$ cat src/rtl/jel_pkg.sv
// Shared types and constants for the JPEG Exif segment locator.
package jel_pkg;

  typedef enum logic [2:0] {
    PH_IDLE  = 3'd0,
    PH_SOI   = 3'd1,
    PH_MARK  = 3'd2,
    PH_FILL  = 3'd3,
    PH_LENHI = 3'd4,
    PH_LENLO = 3'd5,
    PH_SIG   = 3'd6,
    PH_SKIP  = 3'd7
  } phase_t;

  typedef enum logic [1:0] {
    ST_FOUND = 2'd0,
    ST_NONE  = 2'd1,
    ST_BAD   = 2'd2
  } status_t;

  typedef struct packed {
    status_t     status;
    logic [31:0] payload_offset;
    logic [15:0] payload_length;
  } result_t;

  localparam logic [7:0] MK_FILL   = 8'hFF;
  localparam logic [7:0] MK_SOI    = 8'hD8;
  localparam logic [7:0] MK_EOI    = 8'hD9;
  localparam logic [7:0] MK_SOS    = 8'hDA;
  localparam logic [7:0] MK_TEM    = 8'h01;
  localparam logic [7:0] MK_RST_LO = 8'hD0;
  localparam logic [7:0] MK_RST_HI = 8'hD7;
  localparam logic [7:0] MK_APP1   = 8'hE1;

  localparam logic [2:0] SIG_LAST  = 3'd5;
  localparam int unsigned SIG_LEN  = 6;

  // "Exif\0\0"
  function automatic logic [7:0] exif_sig(input logic [2:0] idx);
    logic [7:0] v;
    case (idx)
      3'd0:    v = 8'h45;
      3'd1:    v = 8'h78;
      3'd2:    v = 8'h69;
      3'd3:    v = 8'h66;
      3'd4:    v = 8'h00;
      3'd5:    v = 8'h00;
      default: v = 8'h00;
    endcase
    return v;
  endfunction

endpackage

$ cat src/rtl/jel_if.sv
// Stream interfaces for the byte input and the result output.
interface jel_in_if;
  logic        valid;
  logic        ready;
  logic [7:0]  data_byte;
  logic        start_req;
  logic [31:0] total_length;

  modport source (output valid, output data_byte, output start_req, output total_length,
                  input ready);
  modport sink   (input valid, input data_byte, input start_req, input total_length,
                  output ready);
endinterface

interface jel_out_if;
  logic        valid;
  logic        ready;
  logic [1:0]  status;
  logic [31:0] payload_offset;
  logic [15:0] payload_length;

  modport source (output valid, output status, output payload_offset,
                  output payload_length, input ready);
  modport sink   (input valid, input status, input payload_offset,
                  input payload_length, output ready);
endinterface

$ cat src/rtl/jel_parser.sv
// Marker segment walker: parse state registers and the per-byte update.
module jel_parser import jel_pkg::*; #(
  parameter int LENGTH_BITS = 32
) (
  input  logic        clk,
  input  logic        rst_n,
  input  logic        beat,
  input  logic [7:0]  data_byte,
  input  logic        start_req,
  input  logic [31:0] total_length,
  output logic        res_valid,
  output result_t     res
);

  localparam int LB = LENGTH_BITS;
  localparam int XB = LB + 3;
  localparam int WB = (LB > 32) ? LB : 32;

  phase_t          phase_r, phase_nxt;
  logic [LB-1:0]   pos_r, pos_nxt;
  logic [LB-1:0]   flen_r, flen_nxt;
  logic [7:0]      marker_r, marker_nxt;
  logic [7:0]      lenhi_r, lenhi_nxt;
  logic [15:0]     segrem_r, segrem_nxt;
  logic [2:0]      sigidx_r, sigidx_nxt;
  logic            decided_r, decided_nxt;

  logic [WB-1:0]   tl_w, lmax_w, off_w;
  logic [LB-1:0]   flen_sat;
  logic [XB-1:0]   p_x, fl_x;
  logic [15:0]     seg, pay, rem;
  logic            next_over;   // a marker and its length field starting at p+1 cannot fit
  logic            standalone;  // TEM or RSTn, no length field
  logic            len_bad;
  logic            sig_seg;     // APP1 long enough to hold the Exif header
  logic            sig_hit;

  always_comb begin
    tl_w     = WB'(total_length);
    lmax_w   = WB'({LB{1'b1}});
    flen_sat = (tl_w > lmax_w) ? lmax_w[LB-1:0] : tl_w[LB-1:0];
    p_x      = XB'(pos_r);
    fl_x     = XB'(flen_r);
    seg      = {lenhi_r, data_byte};
    pay      = seg - 16'd2;
    rem      = segrem_r - 16'd1;
    off_w    = WB'(pos_r - LB'(5));
    next_over = (p_x + XB'(5)) > fl_x;
    standalone = (data_byte == MK_TEM) ||
                 ((data_byte >= MK_RST_LO) && (data_byte <= MK_RST_HI));
    len_bad  = (seg < 16'd2) || ((XB'(seg) + p_x - XB'(1)) > fl_x);
    sig_seg  = (marker_r == MK_APP1) && (pay >= 16'(SIG_LEN));
    sig_hit  = (data_byte == exif_sig(sigidx_r));
  end

  // result decode
  always_comb begin
    res_valid = 1'b0;
    res       = '{status: ST_NONE, payload_offset: '0, payload_length: '0};

    if (beat) begin
      if (start_req) begin
        if ((flen_sat < LB'(4)) || (data_byte != MK_FILL)) begin
          res_valid  = 1'b1;
          res.status = ST_BAD;
        end
      end else if (!decided_r) begin
        case (phase_r)
          PH_SOI: begin
            if (data_byte != MK_SOI) begin
              res_valid  = 1'b1;
              res.status = ST_BAD;
            end else if (fl_x < XB'(6)) begin
              res_valid  = 1'b1;
              res.status = ST_NONE;
            end
          end
          PH_MARK: begin
            if ((data_byte != MK_FILL) || ((p_x + XB'(1)) >= fl_x)) begin
              res_valid  = 1'b1;
              res.status = ST_BAD;
            end
          end
          PH_FILL: begin
            if (data_byte == MK_FILL) begin
              if ((p_x + XB'(1)) >= fl_x) begin
                res_valid  = 1'b1;
                res.status = ST_BAD;
              end
            end else if ((data_byte == MK_EOI) || (data_byte == MK_SOS)) begin
              res_valid  = 1'b1;
              res.status = ST_NONE;
            end else if (standalone) begin
              if (next_over) begin
                res_valid  = 1'b1;
                res.status = ST_NONE;
              end
            end else if ((p_x + XB'(3)) > fl_x) begin
              res_valid  = 1'b1;
              res.status = ST_BAD;
            end
          end
          PH_LENLO: begin
            if (len_bad) begin
              res_valid  = 1'b1;
              res.status = ST_BAD;
            end else if (!sig_seg && (pay == 16'd0) && next_over) begin
              res_valid  = 1'b1;
              res.status = ST_NONE;
            end
          end
          PH_SIG: begin
            if (sig_hit) begin
              if (sigidx_r == SIG_LAST) begin
                res_valid          = 1'b1;
                res.status         = ST_FOUND;
                res.payload_offset = off_w[31:0];
                res.payload_length = rem + 16'(SIG_LEN);
              end
            end else if ((rem == 16'd0) && next_over) begin
              res_valid  = 1'b1;
              res.status = ST_NONE;
            end
          end
          PH_SKIP: begin
            if ((rem == 16'd0) && next_over) begin
              res_valid  = 1'b1;
              res.status = ST_NONE;
            end
          end
          default: ;
        endcase
      end
    end
  end

  // next state; a result always drops back to idle
  always_comb begin
    phase_nxt   = phase_r;
    pos_nxt     = pos_r;
    flen_nxt    = flen_r;
    marker_nxt  = marker_r;
    lenhi_nxt   = lenhi_r;
    segrem_nxt  = segrem_r;
    sigidx_nxt  = sigidx_r;
    decided_nxt = decided_r;

    if (beat) begin
      if (start_req) begin
        flen_nxt    = flen_sat;
        pos_nxt     = LB'(1);
        marker_nxt  = '0;
        lenhi_nxt   = '0;
        segrem_nxt  = '0;
        sigidx_nxt  = '0;
        decided_nxt = 1'b0;
        phase_nxt   = PH_SOI;
      end else if (!decided_r) begin
        pos_nxt = pos_r + LB'(1);
        case (phase_r)
          PH_SOI: begin
            phase_nxt = PH_MARK;
          end
          PH_MARK: begin
            phase_nxt = PH_FILL;
          end
          PH_FILL: begin
            if (data_byte != MK_FILL) begin
              marker_nxt = data_byte;
              phase_nxt  = standalone ? PH_MARK : PH_LENHI;
            end
          end
          PH_LENHI: begin
            lenhi_nxt = data_byte;
            phase_nxt = PH_LENLO;
          end
          PH_LENLO: begin
            segrem_nxt = pay;
            if (sig_seg) begin
              sigidx_nxt = '0;
              phase_nxt  = PH_SIG;
            end else if (pay == 16'd0) begin
              phase_nxt = PH_MARK;
            end else begin
              phase_nxt = PH_SKIP;
            end
          end
          PH_SIG: begin
            segrem_nxt = rem;
            if (sig_hit) begin
              sigidx_nxt = sigidx_r + 3'd1;
            end else if (rem == 16'd0) begin
              phase_nxt = PH_MARK;
            end else begin
              phase_nxt = PH_SKIP;
            end
          end
          PH_SKIP: begin
            segrem_nxt = rem;
            if (rem == 16'd0) begin
              phase_nxt = PH_MARK;
            end
          end
          default: begin
            decided_nxt = 1'b1;
            phase_nxt   = PH_IDLE;
          end
        endcase
      end
      if (res_valid) begin
        decided_nxt = 1'b1;
        phase_nxt   = PH_IDLE;
      end
    end
  end

  always_ff @(posedge clk) begin
    if (!rst_n) begin
      phase_r   <= PH_IDLE;
      pos_r     <= '0;
      flen_r    <= '0;
      marker_r  <= '0;
      lenhi_r   <= '0;
      segrem_r  <= '0;
      sigidx_r  <= '0;
      decided_r <= 1'b1;
    end else begin
      phase_r   <= phase_nxt;
      pos_r     <= pos_nxt;
      flen_r    <= flen_nxt;
      marker_r  <= marker_nxt;
      lenhi_r   <= lenhi_nxt;
      segrem_r  <= segrem_nxt;
      sigidx_r  <= sigidx_nxt;
      decided_r <= decided_nxt;
    end
  end

endmodule

$ cat src/rtl/jpeg_exif_segment_locator.sv
// Top level of the JPEG Exif segment locator: byte intake and result register.
//
//   channel   dir   content                                   beat
//   in_bus    in    data_byte, start_req, total_length         valid & ready
//   out_bus   out   status, payload_offset, payload_length     valid & ready
//
// One byte per cycle: each beat updates the parse registers in the same cycle.
// The result register loads on the beat of the deciding byte; valid the next cycle.
// in_bus.ready drops only while a result is held and out_bus.ready is low.
// Synchronous active-low reset leaves the block idle until a start beat.
module jpeg_exif_segment_locator import jel_pkg::*; #(
  parameter int LENGTH_BITS = 32
) (
  input  logic       clk,
  input  logic       rst_n,
  jel_in_if.sink     in_bus,
  jel_out_if.source  out_bus
);

  logic    beat;
  logic    res_valid;
  result_t res;
  logic    out_valid_r, out_valid_nxt;
  result_t out_r;

  assign in_bus.ready = !out_valid_r || out_bus.ready;
  assign beat         = in_bus.valid && in_bus.ready;

  jel_parser #(
    .LENGTH_BITS(LENGTH_BITS)
  ) u_parser (
    .clk          (clk),
    .rst_n        (rst_n),
    .beat         (beat),
    .data_byte    (in_bus.data_byte),
    .start_req    (in_bus.start_req),
    .total_length (in_bus.total_length),
    .res_valid    (res_valid),
    .res          (res)
  );

  always_comb begin
    out_valid_nxt = out_valid_r;
    if (res_valid) begin
      out_valid_nxt = 1'b1;
    end else if (out_bus.ready) begin
      out_valid_nxt = 1'b0;
    end
  end

  always_ff @(posedge clk) begin
    if (!rst_n) begin
      out_valid_r <= 1'b0;
    end else begin
      out_valid_r <= out_valid_nxt;
    end
  end

  always_ff @(posedge clk) begin
    if (res_valid) begin
      out_r <= res;
    end
  end

  assign out_bus.valid          = out_valid_r;
  assign out_bus.status         = out_r.status;
  assign out_bus.payload_offset = out_r.payload_offset;
  assign out_bus.payload_length = out_r.payload_length;

endmodule

$ cat src/flat_wrapper.sv
// flat-port wrapper written by rule: the top's interface ports become plain ports
module jpeg_exif_segment_locator_flat import jel_pkg::*;
#(
  parameter int LENGTH_BITS = 32
)
  (clk, rst_n, in_bus_valid, in_bus_data_byte, in_bus_start_req, in_bus_total_length, in_bus_ready, out_bus_valid, out_bus_status, out_bus_payload_offset, out_bus_payload_length, out_bus_ready);
  jel_in_if in_bus_i ();
  jel_out_if out_bus_i ();
  input  logic clk;
  input  logic rst_n;
  input wire logic [$bits(in_bus_i.valid)-1:0] in_bus_valid;
  input wire logic [$bits(in_bus_i.data_byte)-1:0] in_bus_data_byte;
  input wire logic [$bits(in_bus_i.start_req)-1:0] in_bus_start_req;
  input wire logic [$bits(in_bus_i.total_length)-1:0] in_bus_total_length;
  output wire logic [$bits(in_bus_i.ready)-1:0] in_bus_ready;
  output wire logic [$bits(out_bus_i.valid)-1:0] out_bus_valid;
  output wire logic [$bits(out_bus_i.status)-1:0] out_bus_status;
  output wire logic [$bits(out_bus_i.payload_offset)-1:0] out_bus_payload_offset;
  output wire logic [$bits(out_bus_i.payload_length)-1:0] out_bus_payload_length;
  input wire logic [$bits(out_bus_i.ready)-1:0] out_bus_ready;
  assign in_bus_i.valid = in_bus_valid;
  assign in_bus_i.data_byte = in_bus_data_byte;
  assign in_bus_i.start_req = in_bus_start_req;
  assign in_bus_i.total_length = in_bus_total_length;
  assign in_bus_ready = in_bus_i.ready;
  assign out_bus_valid = out_bus_i.valid;
  assign out_bus_status = out_bus_i.status;
  assign out_bus_payload_offset = out_bus_i.payload_offset;
  assign out_bus_payload_length = out_bus_i.payload_length;
  assign out_bus_i.ready = out_bus_ready;
  jpeg_exif_segment_locator #(.LENGTH_BITS(LENGTH_BITS)) u_core (.clk(clk), .rst_n(rst_n), .in_bus(in_bus_i), .out_bus(out_bus_i));
endmodule
$ cat config.mk
export PLATFORM = sky130hd
export DESIGN_NAME = jpeg_exif_segment_locator_flat
export DESIGN_NICKNAME = d
export VERILOG_FILES = /design/src/rtl/jel_pkg.sv /design/src/rtl/jel_if.sv /design/src/rtl/jel_parser.sv /design/src/rtl/jpeg_exif_segment_locator.sv /design/src/flat_wrapper.sv
export SDC_FILE = /design/constraint.sdc
export NUM_CORES = 1
export LEC_CHECK = 0
export BUFFER_PORTS_ARGS = -buffer_cell sky130_fd_sc_hd__buf_2
export CORE_MARGIN = 2
export CORE_UTILIZATION = 55
export CTS_CLUSTER_DIAMETER = 40
export DETAILED_ROUTE_END_ITERATION = 8
export GPL_ROUTABILITY_DRIVEN = 0
export PLACE_DENSITY = 0.75
export SLEW_MARGIN = 0
export SYNTH_ARGS = -nofsm -noshare
export SYNTH_HDL_FRONTEND = slang
export SYNTH_SLANG_ARGS = --single-unit
$ cat constraint.sdc
create_clock -name clk -period 9.6 [get_ports clk]
set_clock_uncertainty 0.05 [all_clocks]
set_input_delay 0.96 -clock clk [delete_from_list [all_inputs] [get_ports clk]]
set_output_delay 0.96 -clock clk [all_outputs]
set_load 0.03 [all_outputs]
-- Word level (Yosys, flattened, before mapping)
Index checks and enable logic that the tools add are counted.
- register bits: 154
- bits of input ports: 45
- word-level logic and storage cells: 168
- output and inout port bits: 52
- $add $sub $neg: 11
- $lt $le $gt $ge: 11
- bitwise logic cells: 4
- equality and inequality tests: 26
- reduce and logical (&&, ||, !) cells: 33
- muxes and demuxes: 71
- operators by type and width (cell ; number):
    2-to-1 mux 32 bit ; 3
    2-to-1 mux 48 bit ; 2
    greater-than comparator 33 x 32 -> 1 bit ; 2
    < comparator 32 x 3 -> 1 bit (second input constant) ; 2
    2-to-1 mux 8 bit ; 7
    2-to-1 mux 50 bit ; 1
    2-to-1 mux 49 bit ; 1
    2-to-1 mux 3 bit ; 14
    greater-than comparator 35 x 32 -> 1 bit ; 1
    subtractor 33 x 1 -> 34 bit (second input constant) ; 1
    adder 16 x 32 -> 33 bit ; 1
    adder 32 x 1 -> 33 bit (second input constant) ; 1
    adder 32 x 2 -> 33 bit (second input constant) ; 1
    adder 32 x 3 -> 33 bit (second input constant) ; 1
    greater-or-equal comparator 33 x 32 -> 1 bit ; 1
    adder 32 x 1 -> 32 bit (second input constant) ; 1
    equality test 8 bit (second input constant) ; 4
    greater-than comparator 32 bit (second input constant) ; 1
    zero test 16 bit ; 2
    2-to-1 mux 16 bit ; 2
    case mux 16 bit (2 select lines) ; 1
    subtractor 32 x 3 -> 32 bit (second input constant) ; 1
    case mux 7 bit (4 select lines) ; 1
    2-to-1 mux 1 bit ; 24
    other kinds (37) ; 80

-- Longest topological paths before layout
- depth in word-level cells: 14
- mapped depth: 25
- gate-level depth less buffers: 24

-- Modules after synthesis
A second synthesis with hierarchy kept.
- cells, all modules: 1870
- area, all modules: 14881.8 sq um
- modules (own cells, without submodules) (module ; area each (sq um) ; cells an instance ; times used ; sequential area each (sq um)):
    jel_parser ; 13322.8 ; 1815 ; 1 ; 2062.0
    jpeg_exif_segment_locator ; 1559.0 ; 55 ; 1 ; 1521.5

-- Least setup slack after synthesis
OpenSTA, ideal clock, no wires.
- path type: input-to-reg
- start point: input port in_bus_data_byte[1]
- end point: register u_core.out_r, in the netlist u_core.out_bus.payload_length[0] (enable)
- buffers on the path: 1
- library setup time: 0.458 ns
- stages: 25
- setup slack: 1.705 ns
- data arrival time: 7.388 ns
- required time: 9.092 ns
- cell sequence: clkbuf_1 inv_1 ha_1 inv_1 ha_1 inv_1 fa_1 nor2b_1 o2111ai_1 and3_1 o21ai_1 a21oi_1 o21bai_1 a21boi_0 o31ai_1 xnor2_1 ha_1 nand4_1 nor4_1 o31ai_1 o2111ai_1 a211o_1 o41ai_2 a31o_2 nor2_1
- longest elaborated chain between the ends: 12
- elaborated cells between the ends (all ways): 39
- classes of those cells: 3 x add/sub; 5 x order compare; 7 x eq/ne; 13 x mux; 11 x reduce/logical
- ends and longest elaborated chain (item ; RTL line ; RTL):
    start, declared ; flat_wrapper.sv:12 ; input wire logic [$bits(in_bus_i.data_byte)-1:0] in_bus_data_byte;
    parallel branches: the longest is 10 deep, another holds greater-than comparator 35 x 32 -> 1 bit ; n/a ;
    2-to-1 mux 1 bit * ; jel_parser.sv:62 ; if (start_req) begin
    2-to-1 mux 1 bit * ; jel_parser.sv:61 ; if (beat) begin
    end signal, assigned ; jpeg_exif_segment_locator.sv:61 ; out_r <= res;
    end, declared ; jpeg_exif_segment_locator.sv:24 ; result_t out_r;
Every way passes the cells marked *.
A chain may end at the register's enable or synchronous reset.

-- Final worst setup path
- start point: input port in_bus_data_byte[1]
- end point: register u_core.out_r, in the netlist u_core.out_bus.payload_offset[11] (enable)
The elaborated chain is that of the path after synthesis.

==> flow_metrics.py <==
metrics = {
    "global_routing": {
        "grt_pass1_wl_um": 75000,
        "overflow": 0,
        "grt_antenna_before_repair": 2,
        "grt_max_degree": 69,
        "grt_pass1_vias": 13800,
        "grtUsageTotal": 0.332,
    },
    "sta": {
        "hold_slack_ps": 407,
        "worst_slew_margin_rel": 0.197,
        "fin_crit_sh": 0.731,
        "setup_viol": 0,
        "finalWorstSetupSlack_ps": 2580,
        "max_slew.worst_pin.slew_ps": 1200,
        "report.final.slew_viol_count": 0,
        "tns_ps": 0,
        "hold_violations": 0,
        "rsz0062_at_grt": "no",
        "post-route-min-period_ps": 7020,
        "max_clock_freq_ghz": 0.142,
    },
    "clock_tree": {
        "cts.htree.levels": 4,
        "cts_root_buf": "clkbuf_16",
        "path_clk_slew_ps": 70,
        "cts_hold_buf": 0,
        "numCtsBuffers": 17,
        "clock-sinks": 154,
        "cts_tree": "built",
        "clk_path_buf_depth": 2,
        "post_cts_resized": 0,
        "postCtsSetupRepairBufs": 0,
        "insertion_delay_ps": 450,
    },
    "die": {
        "dieArea_sq_um": 28900,
        "rows": 60,
        "dieWidth_um": 170,
        "dieHeight_um": 170,
        "start_util": 0.560,
        "io_pins": 97,
        "core_sq_um": 27000,
    },
    "synth": {
        "yosys.area_share.simple": 0.238,
        "synth-edff-count": 50,
        "synth.area.mux_share": 0.0126,
        "synth.distinct_cells": 95,
        "netlist_instances": 1919,
        "synth_xor_area_frac": 0.106,
        "synth_top_family_by_area": "simple AND/OR/NAND/NOR gates",
        "ys_seq_area_frac": 0.237,
        "synth_nets": 2186,
        "ys_warn_count": 0,
        "async_flop_share": 0,
        "synth_compound_area_frac": 0.163,
        "synthesis.area_sq_um": 15100,
        "avgSynthCellArea_sq_um": 7.89,
        "ys_ff_latch": 154,
        "synthAdderAreaFrac": 0.184,
        "synth_flop_cell": "dfxtp_1",
    },
    "power": {
        "ir_worst_vdd_mv": 0.0982,
        "leakagePower_nw": 6.73,
        "cellPowerDensity_nw_per_um2": 112,
    },
    "placement": {
        "numPortBuffers": 96,
        "pre_cts_ws_ps": 2250,
        "post-dp-hpwl_um": 37300,
    },
    "detailed_routing": {
        "drt-initial-drc-count": 1809,
        "vias_per_cell": 6.37,
        "routed_wl_um": 48300,
        "first_pass_iters": 6,
        "wl_per_cell_um": 20.9,
        "remaining_drc_errors": 0,
        "antenna_left": 0,
        "vias": 14800,
    },
    "layout": {
        "layout-drive-gt1-share": 0.0901,
        "area_growth_pct": 8.28,
        "n_antenna_cell": 0,
        "finalNetCount": 2230,
    },
    "setup_path": {
        "critPathSlowestCell": "o21ai_1",
        "slowest_delay_ps": 480,
        "worstSetupStartpointType": "input port",
        "cp_max_fo": 50,
        "cp_data_arrival_time_ps": 7090,
        "cp.required_ps": 9670,
        "crit_path_end_kind": "flip-flop",
        "critical_path_class": "input port to flip-flop",
    },
    "outcome": {
        "status": "complete, no violations",
    },
    "run": {
        "drv_cap": 0,
    },
    "hold_path": {
        "hold_class": "flip-flop to flip-flop",
    },
}
registers in the layout, indices dropped and copies added, names as in the netlist, 3 cells and up:
register,flops
u_core.out_bus.payload_length,16
u_core.u_parser.marker_r,8
u_core.u_parser.segrem_r,16
u_core.u_parser.sigidx_r,3
u_core.u_parser.lenhi_r,8
u_core.u_parser.pos_r,32
u_core.u_parser.phase_r,3
u_core.out_bus.payload_offset,32
u_core.u_parser.flen_r,32
final cells by class:
cell class                 instances  area (sq um)
clock buffer                      17           425
clock inverter                    15           176
fill                            2442         10600
inverter                         154           578
multi-input combinational       1533         10700
sequential                       154          3580
tap                              341           427
timing repair buffer             103           533
stage by stage:
step | instances | area [sq um] | util | power (mW)
detailed placement | 2285 | 15800 | 0.584 | 1.13
global route | 2317 | 16400 | 0.607 | 1.91
CTS | 2317 | 16400 | 0.607 | 1.83
finish | 2317 | 16400 | 0.607 | 1.84
floorplan | 1919 | 15100 | - | 1.01
global placement | 2285 | 15800 | 0.584 | 1.12
power breakdown:
group          internal [mW]  switching [mW]
registers              0.688          0.0154
clock network          0.353           0.353
logic                  0.160           0.268
total                   1.20           0.637
metal layers:
metal  wire length (um)  vias up  track usage
met2              20400      821        0.504
met3               5360      178       0.0835
met5                 15        -            0
met1              20000     6873        0.440
met4               2480        2        0.166
li1                   -     6880            -
worst paths after layout:
| kind | start | to | slack (ps) | cells after the start |
|---|---|---|---|---|
| worst min register to register | u_core.u_parser.flen_r[1]$_SDFFE_PN0P_ | u_core.u_parser.flen_r[1]$_SDFFE_PN0P_ | 410 | 2 |
| worst min-delay path | u_core.u_parser.flen_r[1]$_SDFFE_PN0P_ | u_core.u_parser.flen_r[1]$_SDFFE_PN0P_ | 410 | 2 |
| worst max register to register | u_core.u_parser.pos_r[5]$_SDFFE_PN0P_ | u_core.out_bus.payload_offset[11]$_SDFFCE_PP0P_ | 2740 | 23 |
| worst max-delay path | in_bus_data_byte[1] | u_core.out_bus.payload_offset[11]$_SDFFCE_PP0P_ | 2580 | 26 |
logic make-up (layout without fill, tap and decap cells):
group / after synthesis / in the layout
compound gates: 375 / 375
flops: 154 / 154
mux: 19 / 19
xor+xnor: 183 / 183
fa+ha+maj: 222 / 222
buf+inv: 232 / 289
simple gates: 734 / 734
placed cells by master (no fill, tap or decap), types with 19 or more instances in the layout:
master and n:
nor3_1 56, buf_2 96, inv_1 145, o21ai_0 61, nor2_1 232, dfxtp_1 104
nor4_1 33, nand2_1 191, xor2_1 24, ha_1 221, mux2i_1 19, edfxtp_1 50
xnor2_1 159, nand4_1 43, a22oi_1 28, nand2b_1 19, nand3_1 46, a21oi_1 123
critical path: cells and delay by family:
kind	cells	cell delay, ps
AOI/OAI and AO/OA	11	2940
xor gates and xnor gates	1	110
adders and majority gates	4	1210
buffers and inverters	5	840
and+or+nand+nor	5	970
synthesized netlist by cell type, types with 17 or more instances:
master    count  area (sq um)
o21ai_0      61           305
a211oi_1     18           135
inv_1       146           548
ha_1        221          2770
or3_1        17           106
nand3_1      46           230
xnor2_1     159          1390
nor4_1       33           206
a21o_1       17           128
clkbuf_1     61           229
dfxtp_1     104          2080
nor3_1       57           285
nor2_1      234           878
nand2_1     191           717
nand4_1      43           269
nand2b_1     19           119
xor2_1       24           210
mux2i_1      19           190
a22oi_1      28           210
a21oi_1     124           621
edfxtp_1     50          1500
(Power assumes the default switching activity.)
